$ cat config.mk
export PLATFORM = sky130hd
export DESIGN_NAME = chb_ram
export DESIGN_NICKNAME = d
export VERILOG_FILES = /design/src/sv/chb_ram.sv
export SDC_FILE = /design/constraint.sdc
export NUM_CORES = 2
export LEC_CHECK = 0
export CORE_ASPECT_RATIO = 0.75
export CORE_MARGIN = 2
export CORE_UTILIZATION = 55
export CTS_CLUSTER_DIAMETER = 120
export DETAILED_ROUTE_END_ITERATION = 8
export DONT_BUFFER_PORTS = 1
export PLACE_DENSITY = 0.7
export SYNTH_ARGS = -nofsm -noshare
export SYNTH_HDL_FRONTEND = slang
export SYNTH_SLANG_ARGS = --single-unit
$ cat constraint.sdc
create_clock -name i_clk -period 7.98 [get_ports i_clk]
set_input_delay 0.798 -clock i_clk [delete_from_list [all_inputs] [get_ports i_clk]]
set_output_delay 0.798 -clock i_clk [all_outputs]
set_load 0.03 [all_outputs]
$ cat src/sv/chb_ram.sv
`default_nettype none
module chb_ram #(
    parameter int WIDTH = 64,
    parameter int DEPTH = 32,
    localparam int AW = $clog2(DEPTH)
) (
    input  wire logic             i_clk,
    input  wire logic             i_we,
    input  wire logic [AW-1:0]    i_waddr,
    input  wire logic [WIDTH-1:0] i_wdata,
    input  wire logic             i_re,
    input  wire logic [AW-1:0]    i_raddr,
    output logic      [WIDTH-1:0] o_rdata
);
    logic [WIDTH-1:0] r_mem [DEPTH];

    always_ff @(posedge i_clk) begin
        if (i_we) begin
            r_mem[i_waddr] <= i_wdata;
        end
        if (i_re) begin
            o_rdata <= r_mem[i_raddr];
        end
    end
endmodule
`default_nettype wire

==> results.json <==
{
  "end_kind": "flip-flop",
  "ctsHoldBuffers": 0,
  "busiest_layer": "met2",
  "synth-warning-count": 0,
  "grt_max_degree": 503,
  "syn_inst": 3097,
  "wl_mm": 179,
  "gp_congestion": 0.756,
  "maxSlewViolCount": 0,
  "cp_top_family": "multiplexers",
  "path_depth": 5,
  "drt-pass1-iter-count": 5,
  "insertion_delay_ns": 0.81,
  "synth_area_leaders": "edfxtp_1 (80%), mux4_2 (17%), mux2_2 (1.0%)",
  "crit_path_start_kind": "input pin",
  "synth.top_cell.area_share": 0.797,
  "clockBufferDepth": 3,
  "fmax_mhz": 289,
  "dieArea_mm2": 0.148,
  "power_uw": 21900,
  "rsz0062_at_grt": "no",
  "cp.required_ns": 8.53,
  "grt_pass1_wl_mm": 256,
  "met3_usage": 0.0575,
  "met1_usage": 0.357,
  "h-tree-depth": 4,
  "antenna_found_initial": 2,
  "clk_pin_slew_ns": 0.06,
  "reg2regPathDepth": 3,
  "num_rows": 120,
  "synth_ff_type": "edfxtp_1",
  "cp_max_fo": 146,
  "synth_edf_count": 2112,
  "grt_usage": 0.244,
  "power_leakage_uw": 0.0267,
  "grt_pass1_vias": 35100,
  "synth.net_count": 3174,
  "worst_path_largest_cell_delay_ns": 0.69,
  "avgViaCountPerCell": 6.63,
  "hold_viol": 0,
  "crit_buf_inv": 2,
  "numCtsBuffers": 188,
  "period_share": 0.434,
  "ys_async_sr_fraction": 0,
  "whs_ns": 0.0746,
  "area_growth_pct": 10.2,
  "fin_area_mm2": 0.0877,
  "path_cells": "buf_16 -> buf_16 -> mux4_2 -> mux4_2 -> mux2_2",
  "max_slew.worst_pin.slew_ns": 1.40,
  "period_needed_ns": 3.46,
  "drtIter0Drc": 4761,
  "ant_nets": 0,
  "dpl-instance-area_mm2": 0.0818,
  "drv_cap": 0,
  "post-route-util": 0.612,
  "postCtsSetupBuffers": 0,
  "skew_ns": 0.0234,
  "status": "finished clean",
  "worstHoldPathType": "input pin to flip-flop",
  "yosys_register_bits": 2112,
  "critPathArrivalTime_ns": 4.01,
  "ios": 141,
  "globalRoute.totalOverflow": 0,
  "port_buffers": 0,
  "cts.sinks": 2112,
  "ctsRootBufferMaster": "clkbuf_16",
  "postCtsResizedCells": 0,
  "drc": 0,
  "core_mm2": 0.143,
  "syn-mean-instance-area_um2": 25.7,
  "slew_headroom": 0.0648,
  "max-vdd-ir-drop_mv": 0.189,
  "hold_depth": 0,
  "vias": 34600,
  "cts_tree": "built",
  "yosysTopAreaCell": "edfxtp_1",
  "ys_types": 30,
  "power_per_cell_area_mw_per_mm2": 250,
  "final_nets": 3249,
  "start_util": 0.556,
  "chipWidth_um": 443,
  "grt.met2_usage": 0.376,
  "netlist_area_mm2": 0.0796,
  "drive_above_1_share": 0.300,
  "die_y_um": 333,
  "dp_hpwl_mm": 89.1,
  "wl_per_cell_um": 34.3,
  "critPathKind": "input pin to flip-flop",
  "setup_violations": 0,
  "yosysSeqAreaShare": 0.797,
  "cp_slowest_cell": "buf_16",
  "tns_ns": 0
}
## placed cells by master, fill, tap and decap left out, types with 2 or more instances in the layout
cell	Yosys	layout
and2_1	3	3
clkinv_2	0	23
diode_2	0	5
clkinv_1	0	55
o2bb2ai_1	3	3
edfxtp_1	2112	2112
a221oi_1	12	12
nand3b_1	5	5
clkinv_4	0	2
clkbuf_16	0	189
nor2_4	0	32
bufinv_16	0	14
or3b_2	2	2
nor2_1	41	9
a211oi_1	3	3
clkinvlp_4	0	3
buf_4	14	38
nor2b_1	4	4
o31a_1	3	3
mux2i_1	38	38
buf_16	0	3
clkinv_8	0	5
inv_6	0	7
nand2b_1	2	2
o21ai_0	9	9
nand2_1	3	3
o221ai_1	3	3
mux2_2	74	74
o211ai_1	3	3
o22ai_1	10	10
nand3_1	2	2
a22oi_1	3	3
mux4_2	602	602
clkbuf_1	55	38
## cell usage after synthesis (all sizes together) (4+ instances only)
master,n
mux4,602
o21ai,9
nor2b,4
nand3b,5
buf,101
edfxtp,2112
nor2,41
mux2,74
a221oi,12
mux2i,38
o22ai,10
clkbuf,55
and2,4
## where the power goes
part           leakage [µW]  switching (µW)  total, µW  internal [µW]
clock               0.00284            3880       8680           4800
sequential           0.0191             116      12500          12400
combinational       0.00476             324        732            408
## path summary, 6_finish.rpt
| check | startpoint | end | slack (ns) |
|---|---|---|---|
| min reg2reg | r_mem[4][34]$_DFFE_PP_ | o_rdata[34]$_DFFE_PP_ | 0.90 |
| min | i_wdata[10] | r_mem[8][10]$_DFFE_PP_ | 0.07 |
| max | i_raddr[0] | o_rdata[55]$_DFFE_PP_ | 4.52 |
| max reg2reg | r_mem[26][47]$_DFFE_PP_ | o_rdata[47]$_DFFE_PP_ | 5.83 |
## flip-flops by register name, summed over array words and instances (netlist names)
register	cells
r_mem	2048
o_rdata	64
## kinds of logic after synthesis
family | share of synthesized area
AO/OA/AOI/OAI | 0.00462
buffers and inverters | 0.00937
flip-flops | 0.797
multiplexers | 0.186
AND/OR/NAND/NOR | 0.00376
## layout make-up
type,instances,area [µm²]
clock inverter,111,975
tap,1891,2370
antenna,5,12.5
multi-input combinational,828,15700
clock buffer,227,4870
fill,9370,55500
sequential,2112,63400
inverter,1,3.75
timing repair buffer,41,368
## metrics by stage
stage	worst slack, ns	instances
detailed placement	3.98	4870
global route	4.37	5212
finish	4.52	5216
global placement	4.05	4870
floorplan	3.36	3097
CTS	4.84	5208
## metal layers
metal	up-vias	share of wire
met5	-	0.000039
met4	2	0.025
met3	226	0.092
met2	1827	0.48
met1	18900	0.40
li1	13700	-
Note: power is estimated with default switching activity, not from simulation.
