$ cat config.mk
export PLATFORM = sky130hd
export DESIGN_NAME = chb_mul
export DESIGN_NICKNAME = d
export VERILOG_FILES = /design/src/sv/chb_pkg.sv /design/src/sv/chb_mul.sv
export SDC_FILE = /design/constraint.sdc
export NUM_CORES = 2
export LEC_CHECK = 0
export ABC_AREA = 0
export BUFFER_PORTS_ARGS = -buffer_cell sky130_fd_sc_hd__buf_2
export CAP_MARGIN = 40
export CORE_MARGIN = 2
export CORE_UTILIZATION = 40
export DETAILED_ROUTE_END_ITERATION = 8
export GPL_TIMING_DRIVEN = 0
export PLACE_DENSITY = 0.66
export SKIP_CTS_REPAIR_TIMING = 1
export SLEW_MARGIN = 25
export SYNTH_ARGS = -nofsm -noshare
export SYNTH_HDL_FRONTEND = slang
export SYNTH_SLANG_ARGS = --single-unit
$ cat constraint.sdc
create_clock -name i_clk -period 14.1 [get_ports i_clk]
set_input_delay 2.82 -clock i_clk [delete_from_list [all_inputs] [get_ports i_clk]]
set_output_delay 2.82 -clock i_clk [all_outputs]
set_load 0.01 [all_outputs]
$ cat src/sv/chb_pkg.sv
`default_nettype none
package chb_pkg;

    localparam int MAX_COEFFS = 32;
    localparam int COEF_AW    = $clog2(MAX_COEFFS);

    localparam logic [63:0] SAT_MAX = 64'h7FFF_FFFF_FFFF_FFFF;
    localparam logic [63:0] SAT_MIN = 64'h8000_0000_0000_0000;

    localparam logic [1:0] STATUS_OK          = 2'd0;
    localparam logic [1:0] STATUS_ZERO_RADIUS = 2'd1;
    localparam logic [1:0] STATUS_OVERFLOW    = 2'd2;

    localparam logic FUNC_LOAD = 1'b0;
    localparam logic FUNC_EVAL = 1'b1;

    typedef enum logic [3:0] {
        S_IDLE, S_PREP, S_DS_GO, S_DS_WAIT, S_IW_GO, S_IW_WAIT, S_ID_GO, S_ID_WAIT,
        S_FV_GO, S_FV_WAIT, S_FN_GO, S_FN_WAIT, S_DL_GO, S_DL_WAIT, S_OUT
    } t_state;

    typedef struct packed {
        logic [63:0] value;
        logic        ovf;
    } t_arith_res;

    // {overflow, result}
    function automatic logic [64:0] sat_add(logic [63:0] a, logic [63:0] b);
        logic [63:0] r;
        r = a + b;
        if (a[63] == b[63] && r[63] != a[63]) begin
            return {1'b1, (a[63] ? SAT_MIN : SAT_MAX)};
        end
        return {1'b0, r};
    endfunction

    function automatic logic [64:0] sat_sub(logic [63:0] a, logic [63:0] b);
        logic [63:0] r;
        r = a - b;
        if (a[63] != b[63] && r[63] != a[63]) begin
            return {1'b1, (a[63] ? SAT_MIN : SAT_MAX)};
        end
        return {1'b0, r};
    endfunction

    function automatic logic [63:0] mag_of(logic [63:0] v);
        return v[63] ? (64'd0 - v) : v;
    endfunction

endpackage
`default_nettype wire

$ cat src/sv/chb_mul.sv
`default_nettype none
module chb_mul (
    input  wire logic               i_clk,
    input  wire logic               i_rst_n,
    input  wire logic               i_start,
    input  wire logic [63:0]        i_a,
    input  wire logic [63:0]        i_b,
    input  wire logic               i_sh61,
    output logic                    o_done,
    output chb_pkg::t_arith_res     o_res
);
    import chb_pkg::*;

    logic         r_busy;
    logic [2:0]   r_step;
    logic [63:0]  r_ma, r_mb;
    logic         r_neg, r_sh61;
    logic [127:0] r_acc;
    logic [31:0]  a_half, b_half;
    logic [63:0]  pp;
    logic [127:0] pp_sh;
    logic         hi_ok;

    // steps 0..3 accumulate 32x32 partial products, 4 applies sign, 5 rounds, 6 done
    always_comb begin
        a_half = r_step[1] ? r_ma[63:32] : r_ma[31:0];
        b_half = r_step[0] ? r_mb[63:32] : r_mb[31:0];
        pp     = a_half * b_half;
        case (r_step[1:0])
            2'd0:    pp_sh = {64'd0, pp};
            2'd3:    pp_sh = {pp, 64'd0};
            default: pp_sh = {32'd0, pp, 32'd0};
        endcase
    end

    always_ff @(posedge i_clk) begin
        if (!i_rst_n) begin
            r_busy <= 1'b0;
            r_step <= 3'd0;
        end else if (i_start) begin
            r_busy <= 1'b1;
            r_step <= 3'd0;
        end else if (r_busy) begin
            r_step <= r_step + 3'd1;
            if (r_step == 3'd6) begin
                r_busy <= 1'b0;
            end
        end
    end

    always_ff @(posedge i_clk) begin
        if (i_start) begin
            r_ma   <= mag_of(i_a);
            r_mb   <= mag_of(i_b);
            r_neg  <= i_a[63] ^ i_b[63];
            r_sh61 <= i_sh61;
            r_acc  <= '0;
        end else if (r_busy) begin
            case (r_step)
                3'd0, 3'd1, 3'd2, 3'd3: r_acc <= r_acc + pp_sh;
                3'd4: if (r_neg) begin
                    r_acc <= 128'd0 - r_acc;
                end
                3'd5: r_acc <= r_acc + (r_sh61 ? (128'd1 << 60) : (128'd1 << 59));
                default: r_acc <= r_acc;
            endcase
        end
    end

    always_comb begin
        if (r_sh61) begin
            hi_ok = (r_acc[127:124] == 4'h0) || (r_acc[127:124] == 4'hF);
            o_res.value = r_acc[124:61];
        end else begin
            hi_ok = (r_acc[127:123] == 5'h00) || (r_acc[127:123] == 5'h1F);
            o_res.value = r_acc[123:60];
        end
        o_res.ovf = !hi_ok;
        if (!hi_ok) begin
            o_res.value = r_acc[127] ? SAT_MIN : SAT_MAX;
        end
        o_done = r_busy && (r_step == 3'd6);
    end
endmodule
`default_nettype wire

==> impl_metrics.json <==
{
  "fin_util_pct": 44.9,
  "netlist_area_mm2": 0.0577,
  "drive_gt1_share_pct": 9.02,
  "area_delta_synth_final_pct": 11.5,
  "setup.worst_path.class": "reg2reg",
  "synthesis.nets": 8467,
  "port_buffers": 195,
  "synth_edf_count": 130,
  "clock-sinks": 262,
  "grt_antenna_before_repair": 9,
  "cts_buffers": 36,
  "coreArea_mm2": 0.143,
  "critPathArrivalTime_ns": 14.41,
  "htreeDepth": 2,
  "synth-xor-area-share_pct": 4.47,
  "cp.required_ns": 14.61,
  "setup_violations": 0,
  "holdWs_ns": 0.545,
  "layout_common_cells": "nor2_1 (969), inv_1 (929), fa_1 (897), nand2_1 (776), ha_1 (397)",
  "wire_per_inst_um": 28.0,
  "cts_tree": "built",
  "finalMaxSlewViolations": 0,
  "synth_cells": 7040,
  "synth-simple-area-share_pct": 17.7,
  "die-area_mm2": 0.147,
  "final_nets": 8833,
  "synth-main-ff-cell": "dfxtp_1",
  "synth-seq-cells": 262,
  "yosysSeqAreaShare_pct": 11.3,
  "rows": 139,
  "timing.final.crit_period_ns": 13.90,
  "finalCritPeriodShare_pct": 98.6,
  "critPathBufInv": 8,
  "drc_errors": 0,
  "gr-total-overflow": 0,
  "outcome": "finished, final reports clean",
  "setup_tns_ns": 0,
  "clk_pin_slew_ns": 0.06,
  "synth_top_family_by_area": "adder cells",
  "finClkSkew_ns": 0.0675,
  "startpoint_type": "flop",
  "hold_class": "reg2reg",
  "muxShareOfSynthArea_pct": 3.41,
  "clock_path_buffers": 3,
  "clock_latency_ns": 0.65,
  "ys_async_sr_fraction_pct": 0,
  "place_hpwl_mm": 221,
  "grtUsageTotal_pct": 34.7,
  "synth_compound_area_share_pct": 14.8,
  "first_iter_violations": 6778,
  "globalplace.congestion": 1.06,
  "grt_pass1_vias": 54833,
  "grt_max_degree": 103,
  "cts-root-buf": "clkbuf_16",
  "syn_area_per_cell_um2": 8.20,
  "vias": 55655,
  "endpoint_kind": "flop",
  "ys_warn_count": 0,
  "dieHeight_um": 384,
  "io_pins": 198,
  "netlist-cell-type-count": 86,
  "start_util_pct": 40.2,
  "synth_adder_area_share_pct": 39.7,
  "postRouteAntennaNets": 0,
  "cp_max_fo": 10,
  "max_stage_delay_ns": 0.62,
  "via_per_inst": 5.96,
  "fmax_ghz": 0.0720,
  "timing_hold_violations_final": 0,
  "cap_violations": 0,
  "final_common_cell": "nor2_1",
  "crit_family": "compound AO/OA/AOI/OAI gates",
  "grt_pass1_wl_mm": 373,
  "tightest_slew_ns": 1.04,
  "crit_path_top_delay_cell": "fa_1",
  "die_x_um": 384,
  "wl_mm": 261,
  "crit_top_cell": "fa_1",
  "relSlewSlack_pct": 30.1,
  "dr.pass1.iters": 8
}
[metrics by stage]
step                      cells  instance area, um^2  setup WS (ns)
after global routing       9332                64400        -0.0491
after floorplan            7040                57700           2.40
after CTS                  9306                63500          -2.18
after detailed placement   9245                62400          -2.14
after global placement     9138                61100          -3.77
final                      9333                64400          0.203
[layout make-up]
class,instances,area (um^2)
diodes,1,2.50
plain buffers,373,1540
clock buffers,49,980
clock inverters,12,143
fillers,14447,79100
inverters,930,3490
multi-input cells,5466,46900
flip-flops and latches,262,6550
well taps,1903,2380
repair buffers,337,2380
[layer usage]
layer,GRT usage [%],up-vias,share of wire [%]
li1,-,24032,-
met1,43.5,27437,38
met2,54.3,3337,44
met3,7.16,839,10
met4,22.2,10,7.8
met5,0,-,0.031
[final timing paths]
kind	start	end	slack, ns	cells after the start
hold reg to reg	r_acc[51]	r_acc[51]	0.55	2
setup reg to reg	r_step[1]	r_acc[77]	0.20	43
setup / recovery	r_step[1]	r_acc[77]	0.20	43
hold / removal	r_acc[51]	r_acc[51]	0.55	2
[cells by family (layout without fill, tap and decap cells)]
group / Yosys count / count (layout)
AO/OA/AOI/OAI: 1368 / 1368
buffers and inverters: 1312 / 1701
multiplexers: 189 / 189
adder cells (fa/ha/maj): 1295 / 1295
XOR/XNOR: 295 / 295
other: 0 / 1
AND/OR/NAND/NOR: 2319 / 2319
flip-flops: 262 / 262
[worst register-to-register path, delay by kind of cell, from the launching register on]
family | cells | cell delay [ns]
adder cells (fa/ha/maj) | 10 | 4.93
XOR/XNOR | 2 | 0.84
AND/OR/NAND/NOR | 1 | 0.11
flip-flops | 1 | 0.48
multiplexers | 1 | 0.38
buffers and inverters | 8 | 1.71
AO/OA/AOI/OAI | 21 | 5.32
[state kept, by name, summed over array words and instances, names as in the netlist]
| register | count |
|---|---|
| r_step | 3 |
| r_neg | 1 |
| r_busy | 1 |
| r_sh61 | 1 |
| r_ma | 64 |
| r_mb | 64 |
| r_acc | 128 |
[synth_stat cells (23+ instances only)]
cell type | n | share of area (%)
edfxtp_1 | 130 | 6.8
or3_1 | 53 | 0.57
nand2_1 | 776 | 5.0
dfxtp_1 | 132 | 4.6
nand3_1 | 65 | 0.56
o22ai_1 | 69 | 0.75
buf_1 | 26 | 0.17
o211ai_1 | 25 | 0.33
nor2_1 | 970 | 6.3
a221oi_1 | 23 | 0.35
a211oi_1 | 68 | 0.88
or4_1 | 40 | 0.52
clkbuf_1 | 352 | 2.3
o41ai_1 | 24 | 0.36
fa_1 | 897 | 31
mux2i_1 | 126 | 2.2
mux2_2 | 63 | 1.2
a21o_1 | 116 | 1.5
nor3_1 | 94 | 0.81
nand4_1 | 70 | 0.76
inv_1 | 929 | 6.0
nand2b_1 | 30 | 0.33
and3_1 | 29 | 0.31
o21ai_0 | 340 | 2.9
a22oi_1 | 25 | 0.33
xnor2_1 | 223 | 3.4
nor2b_1 | 23 | 0.25
o21bai_1 | 49 | 0.64
xor2_1 | 72 | 1.1
and2_1 | 47 | 0.51
a22o_1 | 23 | 0.35
ha_1 | 398 | 8.6
a31oi_1 | 45 | 0.49
a21oi_1 | 379 | 3.3
o31ai_1 | 56 | 0.73
nor4_1 | 42 | 0.46
Power is not shown: default switching activity piles up to over one toggle a cycle in this logic, so the estimate is an artifact.
