File: src/sv/chb_pkg.sv
`default_nettype none
package chb_pkg;

    localparam int MAX_COEFFS = 32;
    localparam int COEF_AW    = $clog2(MAX_COEFFS);

    localparam logic [63:0] SAT_MAX = 64'h7FFF_FFFF_FFFF_FFFF;
    localparam logic [63:0] SAT_MIN = 64'h8000_0000_0000_0000;

    localparam logic [1:0] STATUS_OK          = 2'd0;
    localparam logic [1:0] STATUS_ZERO_RADIUS = 2'd1;
    localparam logic [1:0] STATUS_OVERFLOW    = 2'd2;

    localparam logic FUNC_LOAD = 1'b0;
    localparam logic FUNC_EVAL = 1'b1;

    typedef enum logic [3:0] {
        S_IDLE, S_PREP, S_DS_GO, S_DS_WAIT, S_IW_GO, S_IW_WAIT, S_ID_GO, S_ID_WAIT,
        S_FV_GO, S_FV_WAIT, S_FN_GO, S_FN_WAIT, S_DL_GO, S_DL_WAIT, S_OUT
    } t_state;

    typedef struct packed {
        logic [63:0] value;
        logic        ovf;
    } t_arith_res;

    // {overflow, result}
    function automatic logic [64:0] sat_add(logic [63:0] a, logic [63:0] b);
        logic [63:0] r;
        r = a + b;
        if (a[63] == b[63] && r[63] != a[63]) begin
            return {1'b1, (a[63] ? SAT_MIN : SAT_MAX)};
        end
        return {1'b0, r};
    endfunction

    function automatic logic [64:0] sat_sub(logic [63:0] a, logic [63:0] b);
        logic [63:0] r;
        r = a - b;
        if (a[63] != b[63] && r[63] != a[63]) begin
            return {1'b1, (a[63] ? SAT_MIN : SAT_MAX)};
        end
        return {1'b0, r};
    endfunction

    function automatic logic [63:0] mag_of(logic [63:0] v);
        return v[63] ? (64'd0 - v) : v;
    endfunction

endpackage
`default_nettype wire

File: src/sv/chb_div.sv
`default_nettype none
module chb_div (
    input  wire logic               i_clk,
    input  wire logic               i_rst_n,
    input  wire logic               i_start,
    input  wire logic [63:0]        i_mag,
    input  wire logic               i_neg,
    input  wire logic               i_sh61,
    input  wire logic [62:0]        i_r,
    output logic                    o_done,
    output chb_pkg::t_arith_res     o_res
);
    import chb_pkg::*;

    logic         r_busy;
    logic [7:0]   r_cnt;
    logic [127:0] r_dvd;
    logic [63:0]  r_rem, r_q;
    logic         r_qhi, r_neg;
    logic [62:0]  r_r;
    logic [63:0]  rem_sh;
    logic         ge;
    logic [63:0]  limit;

    // remainder stays below the 63-bit radius, so the shifted value fits 64 bits
    assign rem_sh = {r_rem[62:0], r_dvd[127]};
    assign ge     = rem_sh >= {1'b0, r_r};

    always_ff @(posedge i_clk) begin
        if (!i_rst_n) begin
            r_busy <= 1'b0;
            r_cnt  <= 8'd0;
        end else if (i_start) begin
            r_busy <= 1'b1;
            r_cnt  <= 8'd0;
        end else if (r_busy) begin
            r_cnt <= r_cnt + 8'd1;
            if (r_cnt == 8'd128) begin
                r_busy <= 1'b0;
            end
        end
    end

    always_ff @(posedge i_clk) begin
        if (i_start) begin
            r_dvd <= i_sh61 ? ({64'd0, i_mag} << 61) : ({64'd0, i_mag} << 32);
            r_rem <= '0;
            r_q   <= '0;
            r_qhi <= 1'b0;
            r_neg <= i_neg;
            r_r   <= i_r;
        end else if (r_busy && r_cnt != 8'd128) begin
            r_dvd <= {r_dvd[126:0], 1'b0};
            r_rem <= ge ? (rem_sh - {1'b0, r_r}) : rem_sh;
            r_q   <= {r_q[62:0], ge};
            r_qhi <= r_qhi | r_q[63];
        end
    end

    always_comb begin
        limit = r_neg ? SAT_MIN : SAT_MAX;
        if (r_qhi || r_q > limit) begin
            o_res.ovf   = 1'b1;
            o_res.value = limit;
        end else begin
            o_res.ovf   = 1'b0;
            o_res.value = r_neg ? (64'd0 - r_q) : r_q;
        end
        o_done = r_busy && (r_cnt == 8'd128);
    end
endmodule
`default_nettype wire

File: config.mk
export PLATFORM = sky130hd
export DESIGN_NAME = chb_div
export DESIGN_NICKNAME = d
export VERILOG_FILES = /design/src/sv/chb_pkg.sv /design/src/sv/chb_div.sv
export SDC_FILE = /design/constraint.sdc
export NUM_CORES = 1
export LEC_CHECK = 0
export ABC_CLOCK_PERIOD_IN_PS = 4950
export BUFFER_PORTS_ARGS = -buffer_cell sky130_fd_sc_hd__buf_2
export CAP_MARGIN = 30
export CORE_MARGIN = 4
export CORE_UTILIZATION = 50
export CTS_CLUSTER_DIAMETER = 80
export CTS_CLUSTER_SIZE = 14
export DETAILED_ROUTE_END_ITERATION = 8
export HOLD_SLACK_MARGIN = 0.03
export MAX_ROUTING_LAYER = met4
export PLACE_DENSITY_LB_ADDON = 0.05
export SYNTH_ARGS = -nofsm -noshare
export SYNTH_HDL_FRONTEND = slang
export SYNTH_SLANG_ARGS = --single-unit
File: constraint.sdc
create_clock -name i_clk -period 4.95 [get_ports i_clk]
set_clock_uncertainty 0.15 [all_clocks]
set_input_delay 0 -clock i_clk [delete_from_list [all_inputs] [get_ports i_clk]]
set_output_delay 0 -clock i_clk [all_outputs]
set_load 0.005 [all_outputs]
==> summary.txt, run 1 <==
Outcome
  • Run status: finished clean

Synth
  • Post-Syn Instances: approximately 2300
  • Netlist cell types: 78
  • Synth async-reset ratio: 0
  • Post-synth EDFFs: 160
  • Syn Area/Cell: roughly 8.4 µm²
  • Seq/Total Area, Yosys: 0.390
  • Synth Flop Type: edfxtp_1
  • Syn Nets: 2568
  • Seq cells post-synth: 297
  • Synth Cell Area: around 0.019 mm²
  • Total of warnings raised by yosys: 0

Clock tree
  • Maximum clock path buffer count: 3
  • Clock root cell: clkbuf_16
  • CTS clock-pin slew for the worst setup and hold paths: roughly 0.07 ns
  • Worst-Skew Late Latency: 0.58 ns
  • CTS buffer count: 26
  • H-tree levels: 1
  • CTS tree: done
  • Sink Count: between 200 and 300

Power
  • Combinational fraction of design power: 0.230
  • Max IR drop VDD: 0.263 mV
  • Sequential Power Share: 0.451
  • Switching Fraction: 0.294
  • Net Switching: 1.86 mW
  • Internal: ~4.5 mW
  • Pleak: around 10 nW
  • Clock share of power: 0.319
  • Pwr dens: approximately 270 mW/mm²

Place
  • Routability cong.: 0.930
  • HPWL Detailed: 36.1 mm
  • Port bufs: 197
  • Placement Setup Slack: 0.382 ns
  • Placed cell area: 0.0208 mm²

Critical path
  • Worst setup EP type: output pin
  • FF-to-FF Start: r_dvd[127]$_SDFFCE_PP0P_
  • Crit path arrival time: between 4 and 5 ns
  • Critical path's largest stage delay: ~0.57 ns
  • CP startpoint kind: flop
  • Crit-path most repeated cell: or4_4
  • Crit path max fanout: 8
  • Crit Path Class: flop to output pin
  • CP startpoint: r_q[10]$_SDFFE_PP0P_
  • Worst path cell trace: or3_4 > nand4b_4 > or4_4 > or4_4 > or4b_4 > or4_4 > or4_4 > or3_4 > a21o_1 > a21oi_2 > buf_2
  • Crit-path slowest cell: or4_4
  • Required @ worst endpoint: between 4 and 5 ns

Drt
  • Detailed-route via count: ~18000
  • DRT iter0 DRCs: ~1200
  • # DRC: 0
  • Routed Antenna Nets: 0
  • Routed wire length: ~54 mm
  • Drt first pass iters: 7
  • Vias per cell: 5.65
  • Routed WL per cell: between 15 and 20 µm

Global route
  • GRT Total Usage: 0.257
  • Vias in the first global route: ~17000
  • Initial antenna violation count: 2
  • Total grt overflow: 0
  • Largest net degree at the start of global routing: about 140
  • First-pass GRT wire length: just under 90 mm

Layout
  • Nets: around 2900
  • Final instance area: approximately 0.024 mm²
  • Layout cells sized above 1: 0.120
  • Fill cells: 3387
  • Layout area overhead: 22.6%

Worst hold path
  • Worst hold path class: input port to flop
  • HP Start: i_rst_n

STA
  • RSZ-0062 raised after global routing: true
  • Worst-Margin Slew: slightly above 1 ns
  • Peak Freq: roughly 200 MHz
  • Final Critical Period: around 4.9 ns
  • Crit path setup slack, layout: around 0.055 ns
  • Final hold vios: 0
  • Period utilisation layout: 0.989
  • Max-slew headroom: 0.330
  • Slew Limit Fails: 0
  • Setup-failing EPs final: 0

Floorplanning
  • Starting Density: 0.511
  • Core area: approximately 0.038 mm²
  • Die Ht: 205 µm
  • Cell Rows: 71
  • Io pins: roughly 200
  • Die X-Extent: between 200 and 250 µm
  • Total Die Area: around 0.042 mm²

Job
  • Max-Cap Viols: 0
-- cells in the mapped netlist, types with 5 or more instances --
cell type,instances,area (µm²)
nand2_1,324,1220
a21oi_1,263,1320
nor2_1,189,709
edfxtp_1,160,4800
o21ai_0,157,786
inv_1,150,563
dfxtp_1,137,2740
ha_1,130,1630
clkbuf_1,119,447
a21o_1,84,631
mux2i_1,72,721
a211oi_1,58,435
nor3_1,41,205
nand4_1,36,225
xnor2_1,35,307
nand3_1,30,150
xor2_1,26,228
o211ai_1,24,180
nor2b_1,18,113
a211o_1,17,149
or3_1,17,106
nor4_1,16,100
nor4b_1,15,131
o21bai_1,15,113
o21a_1,14,105
a221o_1,13,130
nand2b_1,12,75.1
or2_2,12,75.1
and2_1,10,62.6
o22ai_1,9,56.3
a31oi_1,8,50.1
a221oi_1,7,61.3
and3_1,7,43.8
buf_1,6,22.5
o221ai_1,6,52.6
a21boi_0,5,37.5
-- layout make-up --
class / count / area (µm²) / area share
antenna: 3 / 7.51 / 0.000316
clock buffer: 44 / 761 / 0.0320
clock inverter: 3 / 47.5 / 0.00200
inverter: 151 / 568 / 0.0239
multi-input combinational: 1723 / 10800 / 0.455
sequential: 297 / 7570 / 0.319
tap: 511 / 639 / 0.0269
timing repair buffer: 432 / 3340 / 0.141
-- placed cells by master, fill, tap and decap left out, types with 13 or more instances in the layout --
cell and instances:
clkbuf_1 16, dlygate4sd3_1 201, nand3_1 30, nor4b_1 15
a211o_1 17, mux2i_1 72, o21ai_0 156, a221o_1 13
xor2_1 26, nor2b_1 16, nand2_1 324, buf_4 27
a211oi_1 55, xnor2_1 35, o21a_1 14, o211ai_1 24
nor2_1 186, a21oi_1 262, or3_1 15, nor4_1 15
a21o_1 84, dfxtp_1 128, o21bai_1 15, edfxtp_1 160
inv_1 149, nand4_1 36, nor3_1 39, buf_2 196
clkbuf_16 28, ha_1 130
-- routing by layer --
layer	track usage	vias up	share of wire
li1	-	8942	-
met5	-	-	0
met3	0.0323	93	0.052
met1	0.354	8364	0.46
met2	0.403	465	0.45
met4	0.0720	0	0.031
-- final timing paths --
check	end	slack, ns	cells past startpoint
hold / removal	r_busy$_SDFF_PN0_	0.08	3
hold reg to reg	r_rem[28]$_SDFFE_PP0P_	0.33	2
setup / recovery	o_res[58]	0.05	11
setup reg to reg	r_rem[52]$_SDFFE_PP0P_	0.74	14
-- flip-flops by register name, indices dropped and copies added (netlist names) --
| name | flops |
|---|---|
| r_busy | 1 |
| r_cnt | 8 |
| r_dvd | 96 |
| r_neg | 1 |
| r_q | 64 |
| r_qhi | 1 |
| r_r | 63 |
| r_rem | 63 |
-- power groups by stage --
stage	Clock, mW	Combinational, mW	Sequential [mW]
final	2.02	1.46	2.85
after CTS	2.07	1.44	2.85
after detailed placement	0	1.30	2.91
after floorplan	0	0.924	2.89
after global routing	2.18	1.62	2.87
after global placement	0	1.28	2.90
-- critical path, delay by kind of cell (launching register included) --
kind | cells | cell delay [ns]
buffers and inverters | 1 | 0.12
AND/OR/NAND/NOR | 8 | 3.38
flip-flops | 1 | 0.37
AO/OA/AOI/OAI | 2 | 0.31
-- through the flow --
| stage | instances | setup TNS [ns] | hold slack (ns) | util | power (mW) |
|---|---|---|---|---|---|
| detailed placement | 2906 | 0 | 0.0281 | 0.548 | 4.21 |
| global placement | 2903 | 0 | 0.0261 | 0.546 | 4.18 |
| finish | 3164 | 0 | 0.0824 | 0.626 | 6.32 |
| CTS | 3159 | 0 | 0.0580 | 0.624 | 6.37 |
| global route | 3163 | -0.126 | 0.0825 | 0.626 | 6.66 |
| floorplan | 2305 | 0 | -0.0511 | - | 3.82 |
-- what timing repair did --
action | 4_1_cts | 5_1_grt
cloned | 0 | 0
endpoints found under the hold margin | 268 | 0
resized for setup | 11 | 21
hold buffers | 201 | 0
pin swaps | 4 | 7
buffers inserted | 5 | 2
endpoints found under the setup margin | 2 | 45
-- kinds of logic (layout without fill, tap and decap cells) --
| group | after synthesis | in the layout | share of synthesized area |
|---|---|---|---|
| flip-flops | 297 | 297 | 0.390 |
| XOR/XNOR | 61 | 61 | 0.0276 |
| AO/OA/AOI/OAI | 706 | 706 | 0.224 |
| adder cells (fa/ha/maj) | 131 | 131 | 0.0850 |
| other | 0 | 3 | 0 |
| buffers and inverters | 285 | 630 | 0.0572 |
| multiplexers | 73 | 73 | 0.0378 |
| AND/OR/NAND/NOR | 752 | 752 | 0.179 |
Power figures use the tool's default switching activity.
==> run 2: changes to the inputs <==
- CELL_PAD_IN_SITES_DETAIL_PLACEMENT: not set -> 0
- CELL_PAD_IN_SITES_GLOBAL_PLACEMENT: not set -> 2
- CORE_UTILIZATION: 50 -> 37
- MAX_ROUTING_LAYER: met4 -> not set
==> run 2 against run 1 <==
Critical path depth did not move. Utilization fell by 16 points. Design area rose by 1.6%. Non-clock buffer count rose by 12. Maximum frequency fell by 0.43%. Clock power rose by 11%. Die area rose by 34%. Final cell count rose by 6.0%. Global-route usage fell by 5.5 points. Total power rose by 3.9%. Critical endpoint unchanged. Highest routed layer unchanged.
==> summary.txt, run 2 (same netlist as run 1, synthesis figures left out) <==
Floorplanning
  • Io pins: 198 (unchanged)
  • Total Die Area: 0.0561 mm² (+34%)
  • Starting Density: 0.375 (-0.135)
  • Die X-Extent: 237 µm (+16%)
  • Core area: 0.0516 mm² (+36%)
  • Die Ht: 237 µm (+16%)
  • Cell Rows: 83 (+17%)

Outcome
  • Run status: finished clean

STA
  • RSZ-0062 raised after global routing: true
  • Slew Limit Fails: 0 (unchanged)
  • Hold Slack: 0.0739 ns (-0.00853 ns)
  • Peak Freq: 203 MHz (-0.43%)
  • Max-slew headroom: 0.390 (+0.0609)
  • Final hold vios: 0 (unchanged)
  • Final Critical Period: 4.92 ns (+0.0213 ns)
  • Setup-failing EPs final: 0 (unchanged)
  • Worst-Margin Slew: 0.914 ns (-0.0913 ns)
  • Period utilisation layout: 0.993 (+0.00430)

Power
  • Pwr dens: 272 mW/mm² (+2.2%)
  • Internal: 4.61 mW (+3.4%)
  • Switching Fraction: 0.298 (+0.00335)
  • Total chip power: 6.57 mW (+3.9%)
  • Max IR drop VDD: 0.275 mV (+4.8%)
  • Clock share of power: 0.341 (+0.022)
  • Combinational fraction of design power: 0.225 (-0.005)
  • Net Switching: 1.96 mW (+5.0%)
  • Pleak: 10.5 nW (+0.92%)
  • Sequential Power Share: 0.434 (-0.017)

Critical path
  • Crit Path Class: flop to output pin
  • Crit path max fanout: 6 (-2)
  • Crit-path most repeated cell: or4_4
  • Critical path's largest stage delay: 0.59 ns (+0.02 ns)
  • Crit-path slowest cell: or4_4
  • Required @ worst endpoint: 4.80 ns (about the same)
  • CP bufs+invs: 1 (unchanged)
  • Worst path cell trace: or3_4 > nand4b_4 > or4_4 > or4_4 > or4b_4 > or4_4 > or4_4 > or3_4 > a21o_1 > a21oi_2 > buf_2
  • CP startpoint kind: flop
  • Worst setup EP type: output pin
  • Crit path arrival time: 4.77 ns (+0.02 ns)
  • CP delay by family, top: simple AND/OR/NAND/NOR gates

Global route
  • GRT Total Usage: 0.202 (-0.0549)
  • Initial antenna violation count: 5 (+3)
  • First-pass GRT wire length: 94.5 mm (+7.7%)
  • Largest net degree at the start of global routing: 91 (-33%)
  • Vias in the first global route: 17290 (-0.12%)
  • Total grt overflow: 0 (unchanged)

Layout
  • Fill cells: 5058 (+49%)
  • Most frequent cells in the layout: nand2_1 (324), a21oi_1 (262), dlygate4sd3_1 (204)
  • Largest reg by FF count: r_dvd
  • Layout area overhead: 24.6%
  • Layout cells sized above 1: 0.126 (+0.00598)
  • Commonest non-fill, non-tap cell in the layout: nand2_1
  • Max FFs per register: 96 (unchanged)
  • Nets: 2909 (+0.52%)
  • Finished Core Util: 0.468 (-0.159)
  • Final instance area: 0.0241 mm² (+1.6%)
  • Layout Cells excl Fill: 3354 (+6.0%)
  • Biggest regs: r_dvd: 96 flops, r_q: 64 flops

Drt
  • Detailed-route via count: 17728 (-0.76%)
  • DRT iter0 DRCs: 916 (-24%)
  • Routed WL per cell: 17.5 µm (+2.4%)
  • Routed wire length: 58.6 mm (+8.5%)
  • Routed Antenna Nets: 0 (unchanged)
  • # DRC: 0 (unchanged)
  • Drt first pass iters: 5 (-2)
  • Vias per cell: 5.29 (-6.4%)

Worst hold path
  • Worst hold path class: input port to flop

Clock tree
  • Worst-Skew Late Latency: 0.58 ns (about the same)
  • CTS tree: done
  • Maximum clock path buffer count: 3 (unchanged)
  • Sink Count: 297 (unchanged)
  • H-tree levels: 1 (unchanged)
  • CTS clock-pin slew for the worst setup and hold paths: 0.07 ns (about the same)
  • CTS buffer count: 29 (+12%)
  • Clock root cell: clkbuf_16

Place
  • Placed cell area: 0.0210 mm² (+1.0%)
  • Routability cong.: 0.867 (-6.8%)
  • Port bufs: 197 (unchanged)
  • HPWL Detailed: 40.3 mm (+12%)
  • Dpl cells: 3080 (+6.0%)

Job
  • Max-Cap Viols: 0 (unchanged)
==> run 2: changes by cell type in the layout (fill, tap and decap cells not counted), sizes merged <==
| cell | previous run | this run |
|---|---|---|
| diode | 3 | 7 |
| inv | 150 | 154 |
| buf | 231 | 239 |
| clkbuf | 44 | 41 |
| clkinv | 4 | 6 |
| clkinvlp | 0 | 1 |
| dlygate4sd3 | 201 | 204 |
| bufinv | 0 | 2 |
==> run 2: path summary, 6_finish.rpt <==
path	startpoint	cells after the start	endpoint	slack [ns]
worst max register to register	r_r[43]$_DFFE_PP_	12	r_rem[49]$_SDFFE_PP0P_	0.80
worst min register to register	r_rem[45]$_SDFFE_PP0P_	2	r_rem[45]$_SDFFE_PP0P_	0.33
worst max-delay path	r_q[10]$_SDFFE_PP0P_	11	o_res[58]	0.03
worst min-delay path	i_rst_n	3	r_busy$_SDFF_PN0_	0.07
==> run 2: power by group through the flow <==
stage	logic, mW	registers [mW]	clock network, mW
floorplan	0.924	2.89	0
global placement	1.33	2.91	0
detailed placement	1.34	2.91	0
CTS	1.48	2.86	2.34
global route	1.66	2.87	2.41
finish	1.48	2.85	2.24
==> run 2: worst register-to-register path, stage by stage (launching register included) <==
cell      delay (ns)
edfxtp_1        0.33
inv_1           0.04
ha_1            0.37
a21oi_1         0.21
o21ai_0         0.16
a221oi_1        0.70
o211ai_1        0.23
nor4b_1         0.52
a211oi_4        0.27
buf_4           0.26
and4_1          0.18
or3_1           0.39
a211oi_1        0.25
==> run 2: final cells by class <==
type	instances	area, µm²	area share
Clock inverter	12	143	0.00591
Tap cell	680	851	0.0353
Multi-Input combinational cell	1723	10800	0.449
Antenna cell	7	17.5	0.000726
Inverter	151	568	0.0235
Timing Repair Buffer	444	3400	0.141
Clock buffer	40	767	0.0318
Sequential cell	297	7560	0.313
==> run 2: metrics by stage <==
stage / setup TNS, ns / setup WS (ns)
floorplan: 0 / 0.396
global placement: 0 / 0.408
detailed placement: 0 / 0.416
CTS: -0.0931 / -0.0931
global route: -0.123 / -0.123
finish: 0 / 0.0333
==> run 2: routing by layer <==
metal  track usage  up-vias  part of all wire
li1              -     8981                 -
met1         0.286     8377              0.48
met2         0.330      305              0.46
met3        0.0263       65             0.038
met4        0.0464        0             0.024
met5             0        -                 0
==> run 2: timing repair <==
action | CTS | global route
setup buffers | 0 | 11
setup endpoints to repair | 2 | 39
pin swaps | 2 | 2
resized for setup | 6 | 23
hold buffers | 204 | 0
cloned | 0 | 0
hold endpoints to repair | 223 | 0
==> run 3: changes to the inputs <==
- BUFFER_PORTS_ARGS: -buffer_cell sky130_fd_sc_hd__buf_2 -> not set
- CORE_UTILIZATION: 37 -> 39
- DONT_BUFFER_PORTS: not set -> 1
==> run 3 against run 2 <==
Utilization grew 5.2 points. Wire length grew 5.4%. Combinational power grew 5%. Design area grew 5.6%. Sequential power is essentially flat. First-iteration DRC count grew 18%. Die area shrank 5.0%. Via count grew 2.4%. Worst hold slack gained 0.015 ns. Maximum frequency grew 1.5%. Clock power grew 5%.
==> summary.txt, run 3 (same netlist as run 1, synthesis figures left out) <==
Critical path
  • FF-to-FF Start: r_r[8]$_DFFE_PP_
  • CP bufs+invs: 0 (-1)
  • R2R Setup Slk: 0.29 ns (-0.51 ns)
  • Worst path cell trace: or4b_4 > or4_4 > or4_4 > or4b_4 > or4_4 > or4_4 > or3_4 > a211oi_2 > a21oi_2
  • Crit-path most repeated cell: or4_4
  • Worst setup EP type: output pin
  • Crit path max fanout: 8 (+2)
  • Required @ worst endpoint: 4.80 ns (about the same)
  • CP startpoint kind: flop
  • Reg-to-Reg End: r_rem[49]$_SDFFE_PP0P_
  • CP delay by family, top: simple AND/OR/NAND/NOR gates
  • Critical path's largest stage delay: 0.59 ns (about the same)
  • R2r worst-path depth: 13 (+1)
  • Crit-path slowest cell: or4b_4
  • Crit path arrival time: 4.69 ns (-0.08 ns)
  • Crit Path Class: flop to output pin

Power
  • Total chip power: 6.76 mW (+3.0%)
  • Pleak: 10.9 nW (+3.7%)
  • Pwr dens: 265 mW/mm² (-2.5%)
  • Max IR drop VDD: 0.300 mV (+9.1%)

STA
  • Worst-Margin Slew: 1.33 ns (+0.415 ns)
  • Final hold vios: 0 (unchanged)
  • Setup TNS: 0 ns (unchanged)
  • RSZ-0062 raised after global routing: true
  • Peak Freq: 206 MHz (+1.5%)
  • Period utilisation layout: 0.979 (-0.0145)
  • Slew Limit Fails: 0 (unchanged)
  • Max-slew headroom: 0.114 (-0.276)
  • Setup-failing EPs final: 0 (unchanged)
  • Final Critical Period: 4.84 ns (-0.0719 ns)

Layout
  • Biggest regs: r_dvd: 96 flops, r_q: 64 flops
  • Most frequent cells in the layout: dlygate4sd3_1 (425), nand2_1 (324), a21oi_1 (262)
  • Max FFs per register: 96 (unchanged)
  • Layout cells sized above 1: 0.0527 (-0.0737)
  • Nets: 2936 (+0.93%)
  • Largest reg by FF count: r_dvd
  • Layout area overhead: 31.5%
  • Commonest non-fill, non-tap cell in the layout: dlygate4sd3_1

Place
  • Routability cong.: 0.838 (-3.3%)
  • HPWL Detailed: 39.2 mm (-2.8%)
  • Port bufs: 0 (-100%)

Global route
  • GRT Total Usage: 0.224 (+0.0222)
  • First-pass GRT wire length: 98.9 mm (+4.6%)
  • Largest net degree at the start of global routing: 257 (+180%)
  • Initial antenna violation count: 2 (-3)
  • Total grt overflow: 0 (unchanged)
  • Vias in the first global route: 17904 (+3.6%)

Outcome
  • Run status: finished clean

Floorplanning
  • Total Die Area: 0.0533 mm² (-5.0%)
  • Io pins: 198 (unchanged)
  • Core area: 0.0491 mm² (-5.0%)
  • Die X-Extent: 231 µm (-2.5%)
  • Cell Rows: 81 (-2.4%)
  • Starting Density: 0.395 (+0.0196)
  • Die Ht: 231 µm (-2.5%)

Worst hold path
  • HP Start: i_start
  • Worst hold path class: input port to flop
  • Hold Crit Endpoint: r_dvd[117]$_DFFE_PP_
  • Hold depth: 2 (-1)

Clock tree
  • Maximum clock path buffer count: 3 (unchanged)
  • H-tree levels: 1 (unchanged)
  • CTS buffer count: 29 (unchanged)
  • Clock root cell: clkbuf_16
  • Worst-Skew Late Latency: 0.59 ns (about the same)
  • CTS tree: done
  • CTS clock-pin slew for the worst setup and hold paths: 0.06 ns (about the same)
  • Sink Count: 297 (unchanged)

Job
  • Max-Cap Viols: 0 (unchanged)

Drt
  • # DRC: 0 (unchanged)
  • DRT iter0 DRCs: 1085 (+18%)
  • Routed wire length: 61.8 mm (+5.4%)
  • Detailed-route via count: 18160 (+2.4%)
  • Routed Antenna Nets: 0 (unchanged)
  • Routed WL per cell: 18.4 µm (+5.2%)
  • Vias per cell: 5.40 (+2.2%)
  • Drt first pass iters: 6 (+1)
## run 3: cell types whose count changed in the layout (fill, tap and decap cells not counted), sizes merged
cell,before,now
bufinv,2,3
buf,239,46
clkinv,6,2
clkbuf,41,43
diode,7,3
clkinvlp,1,0
dlygate4sd3,204,425
inv,154,157
## run 3: cell type report
class / count / area, µm²
Antenna cell: 3 / 7.51
Tap cell: 664 / 831
Sequential cell: 297 / 7570
Clock inverter: 11 / 175
Timing Repair Buffer: 471 / 4730
Fill cell: 4742 / 23600
Multi-Input combinational cell: 1723 / 10800
Inverter: 151 / 569
Clock buffer: 43 / 788
## run 3: through the flow
step | setup slack [ns] | util | instance area, µm² | hold slack (ns) | instances
2_1_floorplan | 0.396 | - | 19400 | -0.0511 | 2305
3_3_place_gp | 0.513 | 0.407 | 20000 | -0.0511 | 2865
3_5_place_dp | 0.496 | 0.408 | 20000 | -0.0511 | 2866
4_1_cts | -0.0464 | 0.516 | 25300 | 0.0466 | 3349
5_1_grt | -0.0101 | 0.519 | 25500 | 0.0411 | 3362
6_report | 0.105 | 0.519 | 25500 | 0.0893 | 3363
## run 3: worst max-delay path by stage
stage,start,endpoint,slack [ns],depth (start not counted)
CTS,r_q[10]$_SDFFE_PP0P_,o_res[58],-0.05,10
global placement,r_q[16]$_SDFFE_PP0P_,o_res[58],0.51,10
global route,r_q[22]$_SDFFE_PP0P_,o_res[58],-0.01,10
finish,r_q[20]$_SDFFE_PP0P_,o_res[58],0.11,9
detailed placement,r_q[16]$_SDFFE_PP0P_,o_res[58],0.50,10
floorplan,r_neg$_DFFE_PP_,o_res[42],0.40,17
## run 3: routing by layer
layer  part of all wire  vias up  track usage
met5                  0        -            0
met4              0.023        0       0.0489
met3              0.041       71       0.0284
met2               0.46      363        0.368
met1               0.48     8680        0.318
li1                   -     9046            -
## run 3: repair_timing
action / CTS / global route
hold buffers: 428 / 0
buffers inserted: 1 / 11
cloned: 0 / 0
endpoints found under the hold margin: 361 / 0
pin swaps: 2 / 9
resized for setup: 7 / 19
endpoints found under the setup margin: 2 / 11
## run 3: worst reg2reg max path, cell delays in order, from the launching register on
cell           delay [ns]
edfxtp_1             0.34
inv_1                0.08
ha_1                 0.41
nand3_1              0.09
or2_2                0.29
a2111o_1             0.42
and3_1               0.26
a21o_1               0.24
a2111o_1             0.50
a31oi_1              0.51
nor4b_1              0.09
or3_1                0.41
a211oi_1             0.23
dlygate4sd3_1        0.57
## run 3: power breakdown
group	switching, mW	leakage (nW)	internal (mW)
registers	0.0702	2.73	2.78
logic	0.869	7.69	0.681
clock network	1.07	0.469	1.29
